**src/hw/rtl/ltc_pkg.sv**
```systemverilog
package ltc_pkg;

    // Fixed-point format and table geometry.
    localparam int FRAC_BITS     = 16;
    localparam int CURVE_ENTRIES = 256;
    localparam int CURVE_AW      = $clog2(CURVE_ENTRIES);
    localparam int PIX_W         = 8;
    localparam int CV_W          = 9;
    localparam int TUNE_W        = 9;
    localparam int COEF_W        = FRAC_BITS + 1;

    // Datapath widths.
    localparam int Y_W   = PIX_W + FRAC_BITS;
    localparam int C_W   = PIX_W + FRAC_BITS + 1;
    localparam int YC_W  = CV_W + FRAC_BITS;
    localparam int A_W   = YC_W - 6;
    localparam int REM_W = 7;
    localparam int AT_W  = A_W + TUNE_W;
    localparam int BT_W  = REM_W + TUNE_W;
    localparam int Q2_W  = BT_W - 6;
    localparam int YS_W  = AT_W + 1;

    // Division by 100 as a multiply by a rounded-up reciprocal.
    localparam int DIV1_SHIFT = YC_W + 7;
    localparam int M1_W       = DIV1_SHIFT - 6;
    localparam logic [M1_W-1:0] DIV1_MUL = M1_W'(((64'd1 << DIV1_SHIFT) + 64'd99) / 64'd100);
    localparam int DIV2_SHIFT = BT_W + 7;
    localparam int M2_W       = DIV2_SHIFT - 6;
    localparam logic [M2_W-1:0] DIV2_MUL = M2_W'(((64'd1 << DIV2_SHIFT) + 64'd99) / 64'd100);

    localparam logic [Y_W-1:0] Y_MAX = Y_W'(64'd255 << FRAC_BITS);

    // Color coefficients, rounded from millionths.
    localparam longint MICRO = 1000000;
    localparam logic [COEF_W-1:0] CF_Y_R  =
        COEF_W'(((longint'(299000) << FRAC_BITS) + MICRO / 2) / MICRO);
    localparam logic [COEF_W-1:0] CF_Y_G  =
        COEF_W'(((longint'(587000) << FRAC_BITS) + MICRO / 2) / MICRO);
    localparam logic [COEF_W-1:0] CF_Y_B  =
        COEF_W'(((longint'(114000) << FRAC_BITS) + MICRO / 2) / MICRO);
    localparam logic [COEF_W-1:0] CF_CB_R =
        COEF_W'(((longint'(168736) << FRAC_BITS) + MICRO / 2) / MICRO);
    localparam logic [COEF_W-1:0] CF_CB_G =
        COEF_W'(((longint'(331264) << FRAC_BITS) + MICRO / 2) / MICRO);
    localparam logic [COEF_W-1:0] CF_HALF =
        COEF_W'(((longint'(500000) << FRAC_BITS) + MICRO / 2) / MICRO);
    localparam logic [COEF_W-1:0] CF_CR_G =
        COEF_W'(((longint'(418688) << FRAC_BITS) + MICRO / 2) / MICRO);
    localparam logic [COEF_W-1:0] CF_CR_B =
        COEF_W'(((longint'(81312) << FRAC_BITS) + MICRO / 2) / MICRO);
    localparam logic [COEF_W-1:0] CF_R_CR =
        COEF_W'(((longint'(1402000) << FRAC_BITS) + MICRO / 2) / MICRO);
    localparam logic [COEF_W-1:0] CF_G_CB =
        COEF_W'(((longint'(344136) << FRAC_BITS) + MICRO / 2) / MICRO);
    localparam logic [COEF_W-1:0] CF_G_CR =
        COEF_W'(((longint'(714136) << FRAC_BITS) + MICRO / 2) / MICRO);
    localparam logic [COEF_W-1:0] CF_B_CB =
        COEF_W'(((longint'(1772000) << FRAC_BITS) + MICRO / 2) / MICRO);

    typedef enum logic {
        OP_PIXEL = 1'b0,
        OP_CURVE = 1'b1
    } op_t;

    typedef struct packed {
        op_t                   op;
        logic [Y_W-1:0]        y;
        logic signed [C_W-1:0] cb;
        logic signed [C_W-1:0] cr;
        logic [CURVE_AW-1:0]   idx;
        logic [CV_W-1:0]       val;
    } csc_t;

    typedef struct packed {
        logic                  pass;
        logic [Y_W-1:0]        y;
        logic [YC_W-1:0]       yc;
        logic signed [C_W-1:0] cb;
        logic signed [C_W-1:0] cr;
    } curve_t;

    typedef struct packed {
        logic [Y_W-1:0]        luma;
        logic signed [C_W-1:0] cb;
        logic signed [C_W-1:0] cr;
    } luma_t;

endpackage

```
**src/hw/rtl/ltc_csc.sv**
```systemverilog
module ltc_csc (
    input  logic                         clk,
    input  logic                         rst_n,
    input  logic                         in_valid,
    output logic                         in_ready,
    input  logic                         opcode,
    input  logic [ltc_pkg::PIX_W-1:0]    red_in,
    input  logic [ltc_pkg::PIX_W-1:0]    green_in,
    input  logic [ltc_pkg::PIX_W-1:0]    blue_in,
    input  logic [ltc_pkg::CURVE_AW-1:0] curve_index,
    input  logic [ltc_pkg::CV_W-1:0]     curve_value,
    output logic                         out_valid,
    input  logic                         out_ready,
    output ltc_pkg::csc_t                out_data
);

    localparam int PW = ltc_pkg::COEF_W + ltc_pkg::PIX_W;

    logic          vld_reg;
    ltc_pkg::csc_t csc_reg;
    ltc_pkg::csc_t csc_next;

    logic [PW-1:0]   yr, yg, yb, cbr, cbg, hb, hr, crg, crb;
    logic [PW+1:0]   y_acc;
    logic signed [PW+1:0] cb_acc;
    logic signed [PW+1:0] cr_acc;

    always_comb
    begin
        yr  = PW'(ltc_pkg::CF_Y_R) * PW'(red_in);
        yg  = PW'(ltc_pkg::CF_Y_G) * PW'(green_in);
        yb  = PW'(ltc_pkg::CF_Y_B) * PW'(blue_in);
        cbr = PW'(ltc_pkg::CF_CB_R) * PW'(red_in);
        cbg = PW'(ltc_pkg::CF_CB_G) * PW'(green_in);
        hb  = PW'(ltc_pkg::CF_HALF) * PW'(blue_in);
        hr  = PW'(ltc_pkg::CF_HALF) * PW'(red_in);
        crg = PW'(ltc_pkg::CF_CR_G) * PW'(green_in);
        crb = PW'(ltc_pkg::CF_CR_B) * PW'(blue_in);

        y_acc  = (PW+2)'(yr) + (PW+2)'(yg) + (PW+2)'(yb);
        cb_acc = $signed((PW+2)'(hb)) - $signed((PW+2)'(cbr)) - $signed((PW+2)'(cbg));
        cr_acc = $signed((PW+2)'(hr)) - $signed((PW+2)'(crg)) - $signed((PW+2)'(crb));

        csc_next.op  = ltc_pkg::op_t'(opcode);
        csc_next.y   = y_acc[ltc_pkg::Y_W-1:0];
        csc_next.cb  = $signed(cb_acc[ltc_pkg::C_W-1:0]);
        csc_next.cr  = $signed(cr_acc[ltc_pkg::C_W-1:0]);
        csc_next.idx = curve_index;
        csc_next.val = curve_value;
    end

    assign in_ready  = !vld_reg || out_ready;
    assign out_valid = vld_reg;
    assign out_data  = csc_reg;

    always_ff @(posedge clk or negedge rst_n)
    begin
        if (!rst_n)
        begin
            vld_reg <= 1'b0;
        end
        else if (in_ready)
        begin
            vld_reg <= in_valid;
        end
    end

    always_ff @(posedge clk)
    begin
        if (in_valid && in_ready)
        begin
            csc_reg <= csc_next;
        end
    end

endmodule

```
**config.mk**
```make
export PLATFORM = sky130hd
export DESIGN_NAME = ltc_csc
export DESIGN_NICKNAME = d
export VERILOG_FILES = /design/src/hw/rtl/ltc_pkg.sv /design/src/hw/rtl/ltc_csc.sv
export SDC_FILE = /design/constraint.sdc
export NUM_CORES = 1
export LEC_CHECK = 0
export BUFFER_PORTS_ARGS = -buffer_cell sky130_fd_sc_hd__buf_2
export CORE_ASPECT_RATIO = 1.75
export CORE_MARGIN = 5
export CORE_UTILIZATION = 69
export DETAILED_ROUTE_END_ITERATION = 8
export HOLD_SLACK_MARGIN = 0.12
export PLACE_DENSITY = 0.92
export RECOVER_POWER = 100
export SYNTH_ARGS = -nofsm -noshare
export SYNTH_HDL_FRONTEND = slang
export SYNTH_SLANG_ARGS = --single-unit
export TNS_END_PERCENT = 20
```
**constraint.sdc**
```tcl
create_clock -name clk -period 7.9 [get_ports clk]
set_input_delay 0.395 -clock clk [delete_from_list [all_inputs] [get_ports clk]]
set_output_delay 0.395 -clock clk [all_outputs]
set_load 0.02 [all_outputs]
```
==> flow_summary.toml <==
[clock_network]
numClockSinks = 92
cts_tree = "built"
cts_setup_buffers = 0
clk_latency_ns = 0.38
cts_resized = 0
clkTransAtPathRegs_ns = 0.07
h-tree-depth = 3
clockBufferDepth = 2
cts_root_buffer = "clkbuf_16"
cts_buffers = 9

[timing]
setup_ws_ns = 0.567
hold_viol = 0
fmax_mhz = 136
period_share_pct = 92.8
max-slew-margin-rel_pct = -237
period_minus_slack_ns = 7.33
fin_worst_skew_ns = 0.0125
setup_viol = 0
rsz0062_at_grt = "no"
final_max_slew_viol_count = 92
timing.setup.tns_ns = 0
tightest_slew_ns = 5.05

[critical_path]
reg2reg_slack_ns = 3.17
crit_type = "input port to flop"
cp.required_ns = 8.02
cpMaxStageDelayCell = "clkbuf_1"
r2r_start = "out_valid"
reg2regPathDepth = 3
worstReg2RegEnd = "out_data[81]"
cp_max_fo = 13
end_kind = "flop"
max_stage_delay_ns = 0.48
crit_start = "green_in[1]"
start_kind = "input port"
endpoint = "out_data[66]"
cp_common_cell = "ha_1"
arrival_ns = 7.46

[synthesis]
yosys_warnings = 0
netlist_instances = 1908
syn_area_per_cell_um2 = 9.91
synth_ff_type = "edfxtp_1"
yosysSeqAreaShare_pct = 14.6
netlist_area_um2 = 18900
synthArstFlopShare_pct = 1.09
ys_types = 72
synth_nets = 2590
synth-seq-cells = 92
synth_edf_count = 91

[drt]
wl_met3_um = 1990
wl_met1_um = 17800
drtIter0Drc = 757
wl_um = 51900
detail_route.wl_per_cell_um = 21.2
route.vias.total = 14479
drc_errors = 0
ant_nets = 0
dr_wl_met2_um = 27600
first_pass_iters = 5
vias_per_cell = 5.91
top_layer = "met4"

[cells_and_area]
fin_cells = 2450
fin_nets = 2758
final_common_cell = "ha_1"
fin_util_pct = 75.1
synthToLayoutAreaGrowth_pct = 7.74
diodes = 0
layout_common_cells = "406 x ha_1, 405 x inv_1, 230 x fa_1, 100 x nor2_1, 100 x clkbuf_1"
drive_gt1_share_pct = 4.95

[status]
violations = "capacitance limit, slew limit"
status = "finished with violations"

[global_route]
grt_pass1_wl_um = 82600
grt_overflow = 0
grt_max_degree = 92
first_global_vias = 16072
antenna_found_initial = 0
grt_usage_pct = 34.8

[floorplan]
die_y_um = 229
core_area_um2 = 27100
initial_core_util_pct = 69.7
pin_count = 140
die_width_um = 135
rows = 80
die_area_um2 = 30900

[min_path]
hold_depth = 1
hp-class = "input port to flop"

[placed_design]
io_buffer_count = 138
dp.cells = 2433
gp_congestion = 1.04
dp_slack_ns = 0.303
dp_hpwl_um = 44400

[flow_run]
maxCapViolCount = 1
cell usage after synthesis, drive strengths merged, types with 25 or more instances:
cell type	number	area share, %
a21o	43	1.7
a21oi	97	2.6
edfxtp	91	14
fa	230	24
ha	406	27
inv	405	8.0
nand2	60	1.2
nand3	25	0.66
nor2	100	2.0
nor3	27	0.74
o21ai	47	1.2
xnor2	94	4.4
xor2	52	2.4
stage by stage:
step,cell area (um2),hold slack (ns)
2_1_floorplan,18900,0.0994
3_3_place_gp,20200,0.170
3_5_place_dp,20200,0.170
4_1_cts,20500,0.177
5_1_grt,20400,0.176
6_report,20400,0.186
timing repair:
action / CTS / global route
hold endpoints to repair: 1 / 0
setup endpoints to repair: 0 / 0
hold buffers: 1 / 0
how the worst min path moves through the flow:
stage                        start            to  slack [ns]
floorplan                    rst_n     out_valid         0.1
finish              curve_value[1]   out_data[1]        0.19
detailed placement           rst_n     out_valid        0.17
CTS                 curve_index[3]  out_data[12]        0.18
global route        curve_value[8]   out_data[8]        0.18
global placement             rst_n     out_valid        0.17
registers in the layout, indices dropped and copies added (netlist names):
| signal | flops |
|---|---|
| out_valid | 1 |
| out_data | 91 |
cell families after synthesis:
kind of cell	Yosys count	synth area share (%)
AOI/OAI and AO/OA	308	10.9
xor gates and xnor gates	146	6.84
adders and majority gates	636	51.2
buffers and inverters	407	8.10
DFF	92	14.6
muxes	3	0.159
other	1	0.0198
and+or+nand+nor	315	8.22
critical path: cells and delay by family:
family	cells	cell delay [ns]
xor+xnor	1	0.25
simple gates	4	0.63
fa+ha+maj	6	2.17
buf+inv	6	1.54
compound gates	10	2.44
final cells by class:
type | instances | area [um2]
multi-input cells | 1409 | 14600
fillers | 1954 | 6760
flip-flops and latches | 92 | 2760
inverters | 405 | 1520
repair buffers | 159 | 719
well taps | 369 | 462
clock buffers | 11 | 243
clock inverters | 5 | 61.3
routing by layer:
| layer | up-vias | GRT usage, % |
|---|---|---|
| li1 | 6715 | - |
| met1 | 7043 | 35.8 |
| met2 | 503 | 63.9 |
| met3 | 218 | 4.30 |
| met4 | 0 | 24.3 |
| met5 | - | 0 |
Power is not shown: default switching activity piles up to over one toggle a cycle in this logic, so the estimate is an artifact.
