**src/hw/rtl/ltc_pkg.sv**
```systemverilog
package ltc_pkg;

    // Fixed-point format and table geometry.
    localparam int FRAC_BITS     = 16;
    localparam int CURVE_ENTRIES = 256;
    localparam int CURVE_AW      = $clog2(CURVE_ENTRIES);
    localparam int PIX_W         = 8;
    localparam int CV_W          = 9;
    localparam int TUNE_W        = 9;
    localparam int COEF_W        = FRAC_BITS + 1;

    // Datapath widths.
    localparam int Y_W   = PIX_W + FRAC_BITS;
    localparam int C_W   = PIX_W + FRAC_BITS + 1;
    localparam int YC_W  = CV_W + FRAC_BITS;
    localparam int A_W   = YC_W - 6;
    localparam int REM_W = 7;
    localparam int AT_W  = A_W + TUNE_W;
    localparam int BT_W  = REM_W + TUNE_W;
    localparam int Q2_W  = BT_W - 6;
    localparam int YS_W  = AT_W + 1;

    // Division by 100 as a multiply by a rounded-up reciprocal.
    localparam int DIV1_SHIFT = YC_W + 7;
    localparam int M1_W       = DIV1_SHIFT - 6;
    localparam logic [M1_W-1:0] DIV1_MUL = M1_W'(((64'd1 << DIV1_SHIFT) + 64'd99) / 64'd100);
    localparam int DIV2_SHIFT = BT_W + 7;
    localparam int M2_W       = DIV2_SHIFT - 6;
    localparam logic [M2_W-1:0] DIV2_MUL = M2_W'(((64'd1 << DIV2_SHIFT) + 64'd99) / 64'd100);

    localparam logic [Y_W-1:0] Y_MAX = Y_W'(64'd255 << FRAC_BITS);

    // Color coefficients, rounded from millionths.
    localparam longint MICRO = 1000000;
    localparam logic [COEF_W-1:0] CF_Y_R  =
        COEF_W'(((longint'(299000) << FRAC_BITS) + MICRO / 2) / MICRO);
    localparam logic [COEF_W-1:0] CF_Y_G  =
        COEF_W'(((longint'(587000) << FRAC_BITS) + MICRO / 2) / MICRO);
    localparam logic [COEF_W-1:0] CF_Y_B  =
        COEF_W'(((longint'(114000) << FRAC_BITS) + MICRO / 2) / MICRO);
    localparam logic [COEF_W-1:0] CF_CB_R =
        COEF_W'(((longint'(168736) << FRAC_BITS) + MICRO / 2) / MICRO);
    localparam logic [COEF_W-1:0] CF_CB_G =
        COEF_W'(((longint'(331264) << FRAC_BITS) + MICRO / 2) / MICRO);
    localparam logic [COEF_W-1:0] CF_HALF =
        COEF_W'(((longint'(500000) << FRAC_BITS) + MICRO / 2) / MICRO);
    localparam logic [COEF_W-1:0] CF_CR_G =
        COEF_W'(((longint'(418688) << FRAC_BITS) + MICRO / 2) / MICRO);
    localparam logic [COEF_W-1:0] CF_CR_B =
        COEF_W'(((longint'(81312) << FRAC_BITS) + MICRO / 2) / MICRO);
    localparam logic [COEF_W-1:0] CF_R_CR =
        COEF_W'(((longint'(1402000) << FRAC_BITS) + MICRO / 2) / MICRO);
    localparam logic [COEF_W-1:0] CF_G_CB =
        COEF_W'(((longint'(344136) << FRAC_BITS) + MICRO / 2) / MICRO);
    localparam logic [COEF_W-1:0] CF_G_CR =
        COEF_W'(((longint'(714136) << FRAC_BITS) + MICRO / 2) / MICRO);
    localparam logic [COEF_W-1:0] CF_B_CB =
        COEF_W'(((longint'(1772000) << FRAC_BITS) + MICRO / 2) / MICRO);

    typedef enum logic {
        OP_PIXEL = 1'b0,
        OP_CURVE = 1'b1
    } op_t;

    typedef struct packed {
        op_t                   op;
        logic [Y_W-1:0]        y;
        logic signed [C_W-1:0] cb;
        logic signed [C_W-1:0] cr;
        logic [CURVE_AW-1:0]   idx;
        logic [CV_W-1:0]       val;
    } csc_t;

    typedef struct packed {
        logic                  pass;
        logic [Y_W-1:0]        y;
        logic [YC_W-1:0]       yc;
        logic signed [C_W-1:0] cb;
        logic signed [C_W-1:0] cr;
    } curve_t;

    typedef struct packed {
        logic [Y_W-1:0]        luma;
        logic signed [C_W-1:0] cb;
        logic signed [C_W-1:0] cr;
    } luma_t;

endpackage

```
**src/hw/rtl/ltc_back.sv**
```systemverilog
module ltc_back (
    input  logic                      clk,
    input  logic                      rst_n,
    input  logic                      in_valid,
    output logic                      in_ready,
    input  ltc_pkg::luma_t            in_data,
    output logic                      out_valid,
    input  logic                      out_ready,
    output logic [ltc_pkg::PIX_W-1:0] red,
    output logic [ltc_pkg::PIX_W-1:0] green,
    output logic [ltc_pkg::PIX_W-1:0] blue
);

    localparam int NS    = 3;
    localparam int FB    = ltc_pkg::FRAC_BITS;
    localparam int YY_W  = ltc_pkg::Y_W + FB;
    localparam int P_W   = ltc_pkg::C_W + ltc_pkg::COEF_W + 1;
    localparam int BS_W  = P_W + 2;
    localparam int SHIFT = 2 * FB;
    localparam logic [BS_W-1:0] HALF    = BS_W'(1) << (SHIFT - 1);
    localparam logic [BS_W-1:0] PIX_TOP = BS_W'((1 << ltc_pkg::PIX_W) - 1);

    logic [NS-1:0] vld_reg;
    logic [NS-1:0] rdy;
    logic [NS-1:0] ld;

    logic [YY_W-1:0]        yy_reg;
    logic signed [P_W-1:0]  pr_reg, pgb_reg, pgr_reg, pbb_reg;
    logic signed [P_W-1:0]  pr_next, pgb_next, pgr_next, pbb_next;
    logic signed [BS_W-1:0] vr_reg, vg_reg, vb_reg;
    logic signed [BS_W-1:0] yys;
    logic [ltc_pkg::PIX_W-1:0] red_reg, green_reg, blue_reg;

    logic signed [ltc_pkg::COEF_W:0] k_r_cr, k_g_cb, k_g_cr, k_b_cb;

    // Round half away from zero, then clip; a negative sum always ends at zero.
    function automatic logic [ltc_pkg::PIX_W-1:0] round_clip(input logic signed [BS_W-1:0] v);
        logic [BS_W-1:0] t;
        logic [BS_W-1:0] q;
        t = $unsigned(v) + HALF;
        q = t >> SHIFT;
        if (v < 0)
        begin
            return '0;
        end
        else if (q > PIX_TOP)
        begin
            return PIX_TOP[ltc_pkg::PIX_W-1:0];
        end
        return q[ltc_pkg::PIX_W-1:0];
    endfunction

    always_comb
    begin
        rdy[NS-1] = !vld_reg[NS-1] || out_ready;
        for (int k = NS - 2; k >= 0; k--)
        begin
            rdy[k] = !vld_reg[k] || rdy[k+1];
        end
        ld[0] = rdy[0] && in_valid;
        for (int k = 1; k < NS; k++)
        begin
            ld[k] = rdy[k] && vld_reg[k-1];
        end
    end

    assign in_ready = rdy[0];

    always_ff @(posedge clk or negedge rst_n)
    begin
        if (!rst_n)
        begin
            vld_reg <= '0;
        end
        else
        begin
            if (rdy[0])
            begin
                vld_reg[0] <= in_valid;
            end
            for (int k = 1; k < NS; k++)
            begin
                if (rdy[k])
                begin
                    vld_reg[k] <= vld_reg[k-1];
                end
            end
        end
    end

    always_comb
    begin
        k_r_cr   = $signed({1'b0, ltc_pkg::CF_R_CR});
        k_g_cb   = $signed({1'b0, ltc_pkg::CF_G_CB});
        k_g_cr   = $signed({1'b0, ltc_pkg::CF_G_CR});
        k_b_cb   = $signed({1'b0, ltc_pkg::CF_B_CB});
        pr_next  = P_W'(in_data.cr) * P_W'(k_r_cr);
        pgb_next = P_W'(in_data.cb) * P_W'(k_g_cb);
        pgr_next = P_W'(in_data.cr) * P_W'(k_g_cr);
        pbb_next = P_W'(in_data.cb) * P_W'(k_b_cb);
        yys      = $signed({{(BS_W - YY_W){1'b0}}, yy_reg});
    end

    always_ff @(posedge clk)
    begin
        if (ld[0])
        begin
            yy_reg  <= {in_data.luma, {FB{1'b0}}};
            pr_reg  <= pr_next;
            pgb_reg <= pgb_next;
            pgr_reg <= pgr_next;
            pbb_reg <= pbb_next;
        end
        if (ld[1])
        begin
            vr_reg <= yys + BS_W'(pr_reg);
            vg_reg <= yys - BS_W'(pgb_reg) - BS_W'(pgr_reg);
            vb_reg <= yys + BS_W'(pbb_reg);
        end
        if (ld[2])
        begin
            red_reg   <= round_clip(vr_reg);
            green_reg <= round_clip(vg_reg);
            blue_reg  <= round_clip(vb_reg);
        end
    end

    assign out_valid = vld_reg[NS-1];
    assign red       = red_reg;
    assign green     = green_reg;
    assign blue      = blue_reg;

endmodule

```
**config.mk**
```make
export PLATFORM = sky130hd
export DESIGN_NAME = ltc_back
export DESIGN_NICKNAME = d
export VERILOG_FILES = /design/src/hw/rtl/ltc_pkg.sv /design/src/hw/rtl/ltc_back.sv
export SDC_FILE = /design/constraint.sdc
export NUM_CORES = 2
export LEC_CHECK = 0
export ABC_AREA = 1
export ABC_CLOCK_PERIOD_IN_PS = 11200
export BUFFER_PORTS_ARGS = -buffer_cell sky130_fd_sc_hd__buf_2
export CAP_MARGIN = 20
export CORE_MARGIN = 8
export CORE_UTILIZATION = 40
export DETAILED_ROUTE_END_ITERATION = 6
export PLACE_DENSITY = 0.52
export SYNTH_ARGS = -nofsm -noshare
export SYNTH_HDL_FRONTEND = slang
export SYNTH_SLANG_ARGS = --single-unit
```
**constraint.sdc**
```tcl
create_clock -name clk -period 11.2 [get_ports clk]
set_input_delay 1.12 -clock clk [delete_from_list [all_inputs] [get_ports clk]]
set_output_delay 1.12 -clock clk [all_outputs]
set_load 0.1 [all_outputs]
```
==> flow_summary.ini <==
[clock_tree]
tritoncts = done
cts_resized = 0
number_of_buffers_created_by_cts = 24
ctsHtreeMaxLevel = 1
clock_sinks = 225
clock-root-buffer = sky130_fd_sc_hd__clkbuf_16
post_cts_hold_buffer_count = 0
number_of_buffers_inserted_to_repair_setup_after_cts = 0
cts.reportedPaths.clkPinSlew_ns = 0.06
worst_skew_pair.late_latency_ns = 0.54
clk_path_buf_depth = 3

[global_routing]
grt_util_met1_pct = 35.8
grt_use_met3_pct = 2.69
grt_first_pass_wirelength_mm = 219
grt_max_degree = 85
globalRoute.busiestLayer = met2
grt_pass1_vias = 35800
initial_antenna_violation_count = 3
globalRouteTotalUtil_pct = 23.4
global_route.overflow_total = 0
grt_use_met2_pct = 35.9

[drt]
antenna_left = 0
drt_iter0_drc = 2372
dr.pass1.iters = 7
drc_errors = 0
routed-via-count = 34900
routed_via_density = 4.99
drt_wl_total_mm = 142
wire_per_inst_microns = 20.4

[critical_path]
cp_class = input pin to flip-flop
critPathSlowestCell = sky130_fd_sc_hd__fa_1
rr_startpoint = yy_reg[21]
critical_path.endpoint_type = flip-flop
rrSetupSlack_ns = 8.26
timing.reg2reg.worst_path_depth = 7
cp.depth = 19
worst_path_dominant_cell_family = adder cells
cp.required_ns = 11.44
crit_chain = buf_2 > buf_4 > ha_1 > inv_1 > fa_1 > fa_1 > fa_1 > fa_1 > inv_1 > fa_1 > inv_1 > ha_1 > a21oi_1 > o21ai_0 > o21bai_1 > a21oi_1 > nand2_1 > nand2_1 > nand2_1
timing.critical_path.fanout_max = 43
timing.critical_path.buf_inv = 5
arrival_ns = 6.62
slowest_delay_ns = 0.55
rr_endpoint = vg_reg[39]
critical_path.most_common_cell = sky130_fd_sc_hd__fa_1
crit_path_start_kind = input pin

[yosys]
synth_enable_flop_cells = 222
async_flop_share_pct = 1.33
mappedNetlistNets = 6753
ys.flop_type = sky130_fd_sc_hd__edfxtp_1
syn_area_sq_mm = 0.0440
ranking_of_synthesized_cells_by_instance_count = sky130_fd_sc_hd__inv_1, sky130_fd_sc_hd__nand2_1, sky130_fd_sc_hd__ha_1
synth_cells = 5435
cell_with_the_most_instances_after_synthesis = sky130_fd_sc_hd__inv_1
seq_area_frac_synth_pct = 15.3
ys.warnings.count = 0
synthDominantCellAreaShare_pct = 26.7
synthTopCellsByArea = sky130_fd_sc_hd__fa_1, sky130_fd_sc_hd__ha_1, sky130_fd_sc_hd__edfxtp_1, sky130_fd_sc_hd__inv_1, sky130_fd_sc_hd__nand2_1
syn-mean-instance-area_sq_um = 8.10
post-synth-top-area-cell = sky130_fd_sc_hd__fa_1
synth.ff_latch_count = 225
netlist-cell-type-count = 47

[sta]
skew_ns = 0.0158
maxSlewViolCount = 0
rsz0062_at_grt = false
max_clock_freq_mhz = 157
timing_worst_slew_pin_value_ns = 0.982
worst_slew_margin_rel_pct = 34.5
shortest_period_the_worst_path_allows_ns = 6.38
setup_viol_count_final = 0
setup_tns_ns = 0
period_share_pct = 57.0
report.final.hold_viol_count = 0

[final_layout]
largest_register_ffs = 41
fraction_of_final_layout_cells_sized_beyond_drive_strength_1_pct = 3.41
multiInputGateArea_sq_mm = 0.0317
syn2layout_area_growth_pct = 7.05
nNetsFinal = 6878
layout.cells.non_filler = 6991
regArea_sq_mm = 0.00674
filler_cell_count = 11200
diodes = 0

[floorplanning]
placement_rows = 121
initial_utilization_pct = 40.4
floorplan.die.height_microns = 348
io-pin-count = 104
fp.coreArea_sq_mm = 0.109
die_area_sq_mm = 0.121
chipWidth_microns = 348

[place]
dp_hpwl_mm = 127
buffer_ports.inserted = 103
gp_congestion = 0.990
post-place-cells = 6948

[min_path]
hold_path_class = input pin to async pin

[run_status]
run_status = finished, final reports clean

[run]
maxCapViolCount = 0
area by class of cell:
class | count | share of cell area [%]
Multi-Input combinational cell | 3721 | 67.2
Clock buffer | 27 | 1.34
Inverter | 1479 | 11.8
Sequential cell | 225 | 14.3
Tap cell | 1414 | 3.75
Timing Repair Buffer | 109 | 1.19
Clock inverter | 16 | 0.393
worst reg2reg max path, cell delays in order (launching register included):
cell and delay [ns]:
sky130_fd_sc_hd__edfxtp_1 0.60, sky130_fd_sc_hd__fa_1 0.57, sky130_fd_sc_hd__ha_1 0.34, sky130_fd_sc_hd__nand2_1 0.16
sky130_fd_sc_hd__nor4_1 0.56, sky130_fd_sc_hd__nand4_1 0.24, sky130_fd_sc_hd__nand4_1 0.15, sky130_fd_sc_hd__nand2_1 0.07
cell usage in the layout, fill, tap and decap left out, types with 7 or more instances in the layout:
| master | count |
|---|---|
| sky130_fd_sc_hd__nand4_1 | 49 |
| sky130_fd_sc_hd__xor2_1 | 102 |
| sky130_fd_sc_hd__o21bai_1 | 49 |
| sky130_fd_sc_hd__a21o_1 | 28 |
| sky130_fd_sc_hd__nand2_1 | 1009 |
| sky130_fd_sc_hd__o21a_1 | 17 |
| sky130_fd_sc_hd__or2_2 | 11 |
| sky130_fd_sc_hd__nand3b_1 | 9 |
| sky130_fd_sc_hd__buf_2 | 103 |
| sky130_fd_sc_hd__xnor2_1 | 34 |
| sky130_fd_sc_hd__ha_1 | 653 |
| sky130_fd_sc_hd__nor4_1 | 12 |
| sky130_fd_sc_hd__fa_1 | 587 |
| sky130_fd_sc_hd__o21ai_0 | 147 |
| sky130_fd_sc_hd__nor2_1 | 390 |
| sky130_fd_sc_hd__a21oi_1 | 280 |
| sky130_fd_sc_hd__clkbuf_16 | 25 |
| sky130_fd_sc_hd__nand3_1 | 214 |
| sky130_fd_sc_hd__a21boi_0 | 14 |
| sky130_fd_sc_hd__edfxtp_1 | 222 |
| sky130_fd_sc_hd__nor3_1 | 51 |
| sky130_fd_sc_hd__nand2_2 | 7 |
| sky130_fd_sc_hd__inv_1 | 1477 |
kinds of logic (layout without fill, tap and decap cells):
group | after synthesis | count (layout) | synth area share [%]
adders and majority gates | 1240 | 1240 | 45.3
buffers and inverters | 1489 | 1631 | 12.7
AOI/OAI and AO/OA | 564 | 564 | 7.18
and+or+nand+nor | 1779 | 1779 | 16.7
xor gates and xnor gates | 138 | 138 | 2.78
DFF | 225 | 225 | 15.3
metrics by stage:
step / utilization (%) / hold WS [ns] / instance area, sq um / setup slack, ns
after CTS: 43.2 / 0.333 / 47100 / 4.88
after floorplan: - / 0.433 / 44000 / 5.44
final: 43.2 / 0.361 / 47100 / 4.82
after global routing: 43.2 / 0.342 / 47100 / 4.47
after detailed placement: 42.5 / 0.458 / 46300 / 4.32
after global placement: 42.5 / 0.458 / 46300 / 4.29
metal layers:
layer | vias up | wire length [microns]
met2 | 854 | 60300
li1 | 17000 | -
met1 | 16800 | 72300
met5 | - | 13
met4 | 2 | 2330
met3 | 118 | 7490
worst max path at each step:
stage                        to         from  slack [ns]
global placement    pgr_reg[34]  in_data[24]        4.29
CTS                 pgr_reg[34]  in_data[24]        4.88
detailed placement  pgr_reg[34]  in_data[24]        4.32
finish              pgr_reg[34]  in_data[24]        4.82
global route        pbb_reg[39]  in_data[49]        4.47
floorplan           pbb_reg[16]    out_ready        5.44
Power is left out: the tool's default activity adds up to more than one toggle a clock period on the data nets, which glitch-free logic cannot reach.
