$ cat config.mk
export PLATFORM = sky130hd
export DESIGN_NAME = ltc_gain
export DESIGN_NICKNAME = d
export VERILOG_FILES = /design/src/hw/rtl/ltc_pkg.sv /design/src/hw/rtl/ltc_gain.sv
export SDC_FILE = /design/constraint.sdc
export NUM_CORES = 2
export LEC_CHECK = 0
export ABC_CLOCK_PERIOD_IN_PS = 9000
export BUFFER_PORTS_ARGS = -buffer_cell sky130_fd_sc_hd__buf_2
export CAP_MARGIN = 5
export CORE_ASPECT_RATIO = 1.1
export CORE_MARGIN = 3
export CORE_UTILIZATION = 55
export CTS_BUF_LIST = sky130_fd_sc_hd__clkbuf_8 sky130_fd_sc_hd__clkbuf_16
export DETAILED_ROUTE_END_ITERATION = 10
export HOLD_SLACK_MARGIN = 0.02
export PLACE_DENSITY = 0.7
export SETUP_SLACK_MARGIN = 0.4
export SYNTH_ARGS = -nofsm -noshare
export SYNTH_HDL_FRONTEND = slang
export SYNTH_SLANG_ARGS = --single-unit
export TNS_END_PERCENT = 1
$ cat constraint.sdc
create_clock -name clk -period 9 [get_ports clk]
set_clock_uncertainty 0.2 [all_clocks]
set_input_delay 0.9 -clock clk [delete_from_list [all_inputs] [get_ports clk]]
set_output_delay 0.9 -clock clk [all_outputs]
set_load 0.02 [all_outputs]
$ cat src/hw/rtl/ltc_pkg.sv
package ltc_pkg;

    // Fixed-point format and table geometry.
    localparam int FRAC_BITS     = 16;
    localparam int CURVE_ENTRIES = 256;
    localparam int CURVE_AW      = $clog2(CURVE_ENTRIES);
    localparam int PIX_W         = 8;
    localparam int CV_W          = 9;
    localparam int TUNE_W        = 9;
    localparam int COEF_W        = FRAC_BITS + 1;

    // Datapath widths.
    localparam int Y_W   = PIX_W + FRAC_BITS;
    localparam int C_W   = PIX_W + FRAC_BITS + 1;
    localparam int YC_W  = CV_W + FRAC_BITS;
    localparam int A_W   = YC_W - 6;
    localparam int REM_W = 7;
    localparam int AT_W  = A_W + TUNE_W;
    localparam int BT_W  = REM_W + TUNE_W;
    localparam int Q2_W  = BT_W - 6;
    localparam int YS_W  = AT_W + 1;

    // Division by 100 as a multiply by a rounded-up reciprocal.
    localparam int DIV1_SHIFT = YC_W + 7;
    localparam int M1_W       = DIV1_SHIFT - 6;
    localparam logic [M1_W-1:0] DIV1_MUL = M1_W'(((64'd1 << DIV1_SHIFT) + 64'd99) / 64'd100);
    localparam int DIV2_SHIFT = BT_W + 7;
    localparam int M2_W       = DIV2_SHIFT - 6;
    localparam logic [M2_W-1:0] DIV2_MUL = M2_W'(((64'd1 << DIV2_SHIFT) + 64'd99) / 64'd100);

    localparam logic [Y_W-1:0] Y_MAX = Y_W'(64'd255 << FRAC_BITS);

    // Color coefficients, rounded from millionths.
    localparam longint MICRO = 1000000;
    localparam logic [COEF_W-1:0] CF_Y_R  =
        COEF_W'(((longint'(299000) << FRAC_BITS) + MICRO / 2) / MICRO);
    localparam logic [COEF_W-1:0] CF_Y_G  =
        COEF_W'(((longint'(587000) << FRAC_BITS) + MICRO / 2) / MICRO);
    localparam logic [COEF_W-1:0] CF_Y_B  =
        COEF_W'(((longint'(114000) << FRAC_BITS) + MICRO / 2) / MICRO);
    localparam logic [COEF_W-1:0] CF_CB_R =
        COEF_W'(((longint'(168736) << FRAC_BITS) + MICRO / 2) / MICRO);
    localparam logic [COEF_W-1:0] CF_CB_G =
        COEF_W'(((longint'(331264) << FRAC_BITS) + MICRO / 2) / MICRO);
    localparam logic [COEF_W-1:0] CF_HALF =
        COEF_W'(((longint'(500000) << FRAC_BITS) + MICRO / 2) / MICRO);
    localparam logic [COEF_W-1:0] CF_CR_G =
        COEF_W'(((longint'(418688) << FRAC_BITS) + MICRO / 2) / MICRO);
    localparam logic [COEF_W-1:0] CF_CR_B =
        COEF_W'(((longint'(81312) << FRAC_BITS) + MICRO / 2) / MICRO);
    localparam logic [COEF_W-1:0] CF_R_CR =
        COEF_W'(((longint'(1402000) << FRAC_BITS) + MICRO / 2) / MICRO);
    localparam logic [COEF_W-1:0] CF_G_CB =
        COEF_W'(((longint'(344136) << FRAC_BITS) + MICRO / 2) / MICRO);
    localparam logic [COEF_W-1:0] CF_G_CR =
        COEF_W'(((longint'(714136) << FRAC_BITS) + MICRO / 2) / MICRO);
    localparam logic [COEF_W-1:0] CF_B_CB =
        COEF_W'(((longint'(1772000) << FRAC_BITS) + MICRO / 2) / MICRO);

    typedef enum logic {
        OP_PIXEL = 1'b0,
        OP_CURVE = 1'b1
    } op_t;

    typedef struct packed {
        op_t                   op;
        logic [Y_W-1:0]        y;
        logic signed [C_W-1:0] cb;
        logic signed [C_W-1:0] cr;
        logic [CURVE_AW-1:0]   idx;
        logic [CV_W-1:0]       val;
    } csc_t;

    typedef struct packed {
        logic                  pass;
        logic [Y_W-1:0]        y;
        logic [YC_W-1:0]       yc;
        logic signed [C_W-1:0] cb;
        logic signed [C_W-1:0] cr;
    } curve_t;

    typedef struct packed {
        logic [Y_W-1:0]        luma;
        logic signed [C_W-1:0] cb;
        logic signed [C_W-1:0] cr;
    } luma_t;

endpackage

$ cat src/hw/rtl/ltc_gain.sv
module ltc_gain (
    input  logic                       clk,
    input  logic                       rst_n,
    input  logic [ltc_pkg::TUNE_W-1:0] tune,
    input  logic                       in_valid,
    output logic                       in_ready,
    input  ltc_pkg::curve_t            in_data,
    output logic                       out_valid,
    input  logic                       out_ready,
    output ltc_pkg::luma_t             out_data
);

    localparam int NS  = 5;
    localparam int P1W = ltc_pkg::YC_W + ltc_pkg::M1_W;
    localparam int P2W = ltc_pkg::BT_W + ltc_pkg::M2_W;

    typedef struct packed {
        logic                           pass;
        logic [ltc_pkg::Y_W-1:0]        y;
        logic signed [ltc_pkg::C_W-1:0] cb;
        logic signed [ltc_pkg::C_W-1:0] cr;
    } side_t;

    logic [NS-1:0] vld_reg;
    logic [NS-1:0] rdy;
    logic [NS-1:0] ld;
    side_t         side_reg [NS];

    logic [ltc_pkg::A_W-1:0]   a_reg;
    logic [ltc_pkg::YC_W-1:0]  yc_reg;
    logic [ltc_pkg::REM_W-1:0] rem_reg;
    logic [ltc_pkg::AT_W-1:0]  at1_reg, at2_reg;
    logic [ltc_pkg::BT_W-1:0]  bt_reg;
    logic [ltc_pkg::YS_W-1:0]  ysum_reg;
    logic [ltc_pkg::Y_W-1:0]   luma_reg;

    logic [P1W-1:0]            prod1;
    logic [ltc_pkg::YC_W-1:0]  a100;
    logic [P2W-1:0]            prod2;
    logic [ltc_pkg::Q2_W-1:0]  q2;
    logic [ltc_pkg::Y_W-1:0]   luma_next;

    always_comb
    begin
        rdy[NS-1] = !vld_reg[NS-1] || out_ready;
        for (int k = NS - 2; k >= 0; k--)
        begin
            rdy[k] = !vld_reg[k] || rdy[k+1];
        end
        ld[0] = rdy[0] && in_valid;
        for (int k = 1; k < NS; k++)
        begin
            ld[k] = rdy[k] && vld_reg[k-1];
        end
    end

    assign in_ready = rdy[0];

    always_ff @(posedge clk or negedge rst_n)
    begin
        if (!rst_n)
        begin
            vld_reg <= '0;
        end
        else
        begin
            if (rdy[0])
            begin
                vld_reg[0] <= in_valid;
            end
            for (int k = 1; k < NS; k++)
            begin
                if (rdy[k])
                begin
                    vld_reg[k] <= vld_reg[k-1];
                end
            end
        end
    end

    // floor(yc * tune / 100) = (yc / 100) * tune + floor((yc % 100) * tune / 100).
    always_comb
    begin
        prod1 = P1W'(in_data.yc) * P1W'(ltc_pkg::DIV1_MUL);
        a100  = ltc_pkg::YC_W'(a_reg) * ltc_pkg::YC_W'(100);
        prod2 = P2W'(bt_reg) * P2W'(ltc_pkg::DIV2_MUL);
        q2    = prod2[ltc_pkg::DIV2_SHIFT +: ltc_pkg::Q2_W];

        if (side_reg[3].pass)
        begin
            luma_next = (side_reg[3].y > ltc_pkg::Y_MAX) ? ltc_pkg::Y_MAX : side_reg[3].y;
        end
        else if (ysum_reg > ltc_pkg::YS_W'(ltc_pkg::Y_MAX))
        begin
            luma_next = ltc_pkg::Y_MAX;
        end
        else
        begin
            luma_next = ysum_reg[ltc_pkg::Y_W-1:0];
        end
    end

    always_ff @(posedge clk)
    begin
        if (ld[0])
        begin
            a_reg       <= prod1[ltc_pkg::DIV1_SHIFT +: ltc_pkg::A_W];
            yc_reg      <= in_data.yc;
            side_reg[0] <= '{pass: in_data.pass, y: in_data.y, cb: in_data.cb, cr: in_data.cr};
        end
        if (ld[1])
        begin
            rem_reg     <= ltc_pkg::REM_W'(yc_reg - a100);
            at1_reg     <= ltc_pkg::AT_W'(a_reg) * ltc_pkg::AT_W'(tune);
            side_reg[1] <= side_reg[0];
        end
        if (ld[2])
        begin
            bt_reg      <= ltc_pkg::BT_W'(rem_reg) * ltc_pkg::BT_W'(tune);
            at2_reg     <= at1_reg;
            side_reg[2] <= side_reg[1];
        end
        if (ld[3])
        begin
            ysum_reg    <= ltc_pkg::YS_W'(at2_reg) + ltc_pkg::YS_W'(q2);
            side_reg[3] <= side_reg[2];
        end
        if (ld[4])
        begin
            luma_reg    <= luma_next;
            side_reg[4] <= side_reg[3];
        end
    end

    assign out_valid     = vld_reg[NS-1];
    assign out_data.luma = luma_reg;
    assign out_data.cb   = side_reg[NS-1].cb;
    assign out_data.cr   = side_reg[NS-1].cr;

endmodule

==> metrics.log <==
[metrics] top cells by count, synth: 759 x sky130_fd_sc_hd__inv_1, 508 x sky130_fd_sc_hd__edfxtp_1, 494 x sky130_fd_sc_hd__ha_1
[metrics] clock tree from TritonCTS: done
[metrics] gate count of the mapped netlist: 3,111
[metrics] DRT antenna net count: 0
[metrics] first-pass GRT wire length: 123,100 µm
[metrics] proportion of synthesized area in mux cells: 0%
[metrics] number of port buffers: 188
[metrics] highest net fanout along the worst path: 5
[metrics] number of flip-flops in the largest register: 350
[metrics] leading post-synthesis cells by cell area: sky130_fd_sc_hd__edfxtp_1 39%, sky130_fd_sc_hd__fa_1 24%, sky130_fd_sc_hd__ha_1 16%
[metrics] Most Frequent Cell on Critical Path: sky130_fd_sc_hd__fa_1
[metrics] floorplan die height: 285.0 µm
[metrics] All-Layer GR Usage: 20.97%
[metrics] Synth-to-Final Area Change: 8.753%
[metrics] final count of pins violating max slew: 0
[metrics] number of synthesized flops with an enable pin: 508
[metrics] number of antenna violations at the first check in global routing: 6
[metrics] post-synthesis compound-gate area fraction: 4.237%
[metrics] post-synthesis adder-cell area fraction: 39.95%
[metrics] TritonCTS Buffers: 53
[metrics] grt ovf: 0
[metrics] clock insertion delay at the later pin of the skew report: 0.61 ns
[metrics] Routed wire per std cell: 17.83 µm
[metrics] final-report setup violation count: 0
[metrics] Worst setup endpoint: ysum_reg[11]
[metrics] Synthesized Nets: 4,186
[metrics] number of design-rule violations left by the first detailed-router iteration: 1,037
[metrics] Boundary Pins: 189
[metrics] most common cell in the synthesized netlist: sky130_fd_sc_hd__inv_1
[metrics] mean instance size in the synthesized netlist: 12.51 µm²
[metrics] number of global-route vias before repair: 23,860
[metrics] fraction of post-synthesis cell area in the top cell type by area: 39.19%
[metrics] reg2reg start: bt_reg[10]
[metrics] basic-gate share of the synthesized area counting and, or, nand and nor cells: 5.545%
[metrics] vias per cell: 5.167
[metrics] worst path required time: 9.16 ns
[metrics] detailed-placement wirelength estimate: 61,350 µm
[metrics] slew at the pin closest to its max-slew limit: 1.210 ns
[metrics] layout cells sized above 1: 8.890%
[metrics] max-capacitance violation count: 0
[metrics] TritonCTS sink count: 513
[metrics] result of the run: finished, final reports clean
[metrics] effective utilization at floorplan: 56.00%
[metrics] largest incremental delay on the critical path: 0.64 ns
[metrics] classification of the worst setup path: flip-flop to flip-flop
[metrics] RR Endpoint: ysum_reg[11]
[metrics] number of unique standard cell types used by synthesis: 61
[metrics] die outline area: 74,000 µm²
[metrics] critical path's slowest cell: sky130_fd_sc_hd__fa_1
[metrics] minimum clock period: 8.241 ns
[metrics] first-pass iteration count of the detailed router: 7
[metrics] reg2reg path depth: 26
[metrics] share of async-settable or async-resettable flops after synthesis: 0.9747%
[metrics] number of core rows: 101
[metrics] placeable core region: 69,500 µm²
[metrics] R2R Setup Slk: 0.76 ns
[metrics] share of synthesized area occupied by flip-flops and latches: 39.51%
[metrics] largest family of logic cells by synthesized area: adder cells
[metrics] Die Wd: 259.6 µm
[metrics] number of remaining DRC errors: 0
[metrics] routability congestion estimate from global placement: 0.9239
[metrics] H-tree depth reported by CTS: 2
[metrics] Worst Hold Class: flip-flop to flip-flop
[metrics] cell taking the most area after synthesis: sky130_fd_sc_hd__edfxtp_1
[metrics] number of endpoints with negative hold slack in the final report: 0
[metrics] setup repair after global routing missed its margin: yes
[metrics] Data arrival, critical path: 8.40 ns
[metrics] normalized max-slew margin: 19.30%
[metrics] Bufs on Longest Clock Path: 3
[metrics] net count of the finished layout: 4,341
[metrics] Setup crit start kind: flip-flop
[metrics] total negative setup slack: 0 ns
[metrics] Synth Register Bits: 513
[metrics] Warnings, synthesis: 0
[metrics] Post-Synthesis Cell Area: 38,920 µm²
[metrics] Reg clk slew, reported paths: 0.06 ns
[metrics] largest net degree at the start of global routing: 75
[metrics] post-route fraction of the period consumed by the critical path: 91.57%
[metrics] kind of capture point of the worst setup path: flip-flop
[metrics] vias: 21,900
[metrics] Worst Setup SP: bt_reg[10]
[metrics] fraction of synthesized cell area in xor and xnor cells: 2.025%
[metrics] dominant register cell in the synthesized netlist: sky130_fd_sc_hd__edfxtp_1
[metrics] Max Clock Freq: 121.3 MHz
[metrics] sum of routed wire length over all layers: 75,590 µm
[metrics] library cell used as clock root buffer: sky130_fd_sc_hd__clkbuf_16
[routing by layer]
layer  track usage [%]  vias to the layer above  wire, µm
met4             6.196                        2      2139
li1                  -                    10310         -
met3             2.274                      116      2580
met1             26.87                    11030     31210
met5                 0                        -        13
met2             37.63                      448     39650
[placed cells by master, fill, tap and decap left out, types with 6 or more instances in the layout]
master / instances
sky130_fd_sc_hd__o21bai_1: 11
sky130_fd_sc_hd__nor4_1: 12
sky130_fd_sc_hd__xor2_1: 23
sky130_fd_sc_hd__nor2_1: 61
sky130_fd_sc_hd__clkbuf_16: 53
sky130_fd_sc_hd__o21a_1: 10
sky130_fd_sc_hd__nand3_1: 19
sky130_fd_sc_hd__and3_1: 11
sky130_fd_sc_hd__a21oi_1: 74
sky130_fd_sc_hd__and2_1: 94
sky130_fd_sc_hd__ha_1: 494
sky130_fd_sc_hd__o21ai_0: 39
sky130_fd_sc_hd__nor3_1: 15
sky130_fd_sc_hd__a22o_1: 16
sky130_fd_sc_hd__edfxtp_1: 508
sky130_fd_sc_hd__nand2_1: 181
sky130_fd_sc_hd__a21o_1: 31
sky130_fd_sc_hd__a211oi_1: 6
sky130_fd_sc_hd__inv_1: 775
sky130_fd_sc_hd__buf_2: 188
sky130_fd_sc_hd__nand2b_1: 10
sky130_fd_sc_hd__nor2b_1: 7
sky130_fd_sc_hd__o211ai_1: 8
sky130_fd_sc_hd__or2_2: 6
sky130_fd_sc_hd__fa_1: 468
sky130_fd_sc_hd__buf_4: 7
sky130_fd_sc_hd__nand4_1: 16
sky130_fd_sc_hd__xnor2_1: 67
[worst min-delay path by stage]
stage / from / cells after the start / endpoint
finish: at1_reg[11] / 0 / at2_reg[11]
global route: at1_reg[10] / 0 / at2_reg[10]
CTS: at1_reg[11] / 0 / at2_reg[11]
detailed placement: at1_reg[11] / 0 / at2_reg[11]
global placement: side_reg[0][96] / 0 / side_reg[0][171]
floorplan: at1_reg[0] / 0 / at2_reg[0]
[cell type report]
class                           count  area, µm²
Tap cell                          927       1160
Fill cell                        5501      27170
Multi-Input combinational cell   1743      20170
Antenna cell                        5      12.51
Timing Repair Buffer              196       1003
Sequential cell                   513      15380
Inverter                          759       2849
Clock inverter                     40      382.9
Clock buffer                       56       1368
[per-stage QoR]
stage / setup WS [ns] / utilization, % / instances / hold slack (ns) / instance area [µm²]
after floorplan: 1.348 / - / 3111 / 0.2003 / 38920
after global placement: 0.6953 / 58.31 / 4135 / 0.2002 / 40530
after detailed placement: 0.4959 / 58.31 / 4135 / 0.2045 / 40530
after CTS: 0.4449 / 60.85 / 4232 / 0.1774 / 42290
after global routing: 0.2638 / 60.90 / 4238 / 0.1883 / 42330
final: 0.7588 / 60.90 / 4239 / 0.1836 / 42330
[what timing repair did]
item | in CTS | in global routing
buffers inserted | 0 | 2
setup endpoints to repair | 0 | 19
gates resized for setup | 0 | 3
hold endpoints to repair | 5 | 0
hold buffers | 1 | 0
[cells by family (layout without fill, tap and decap cells)]
| kind of cell | after synthesis | after routing |
|---|---|---|
| AOI/OAI and AO/OA | 245 | 245 |
| adders and majority gates | 962 | 962 |
| other | 0 | 5 |
| DFF | 513 | 513 |
| buffers and inverters | 855 | 1051 |
| xor gates and xnor gates | 90 | 90 |
| and+or+nand+nor | 446 | 446 |
[critical path: cells and delay by family (launching register included)]
kind | cells | cell delay, ns
adder cells (fa/ha/maj) | 8 | 3.77
AND/OR/NAND/NOR | 4 | 0.50
AO/OA/AOI/OAI | 12 | 2.89
buffers and inverters | 2 | 0.10
flip-flops | 1 | 0.50
Power is left out: the tool's default activity adds up to more than one toggle a clock period on the data nets, which glitch-free logic cannot reach.
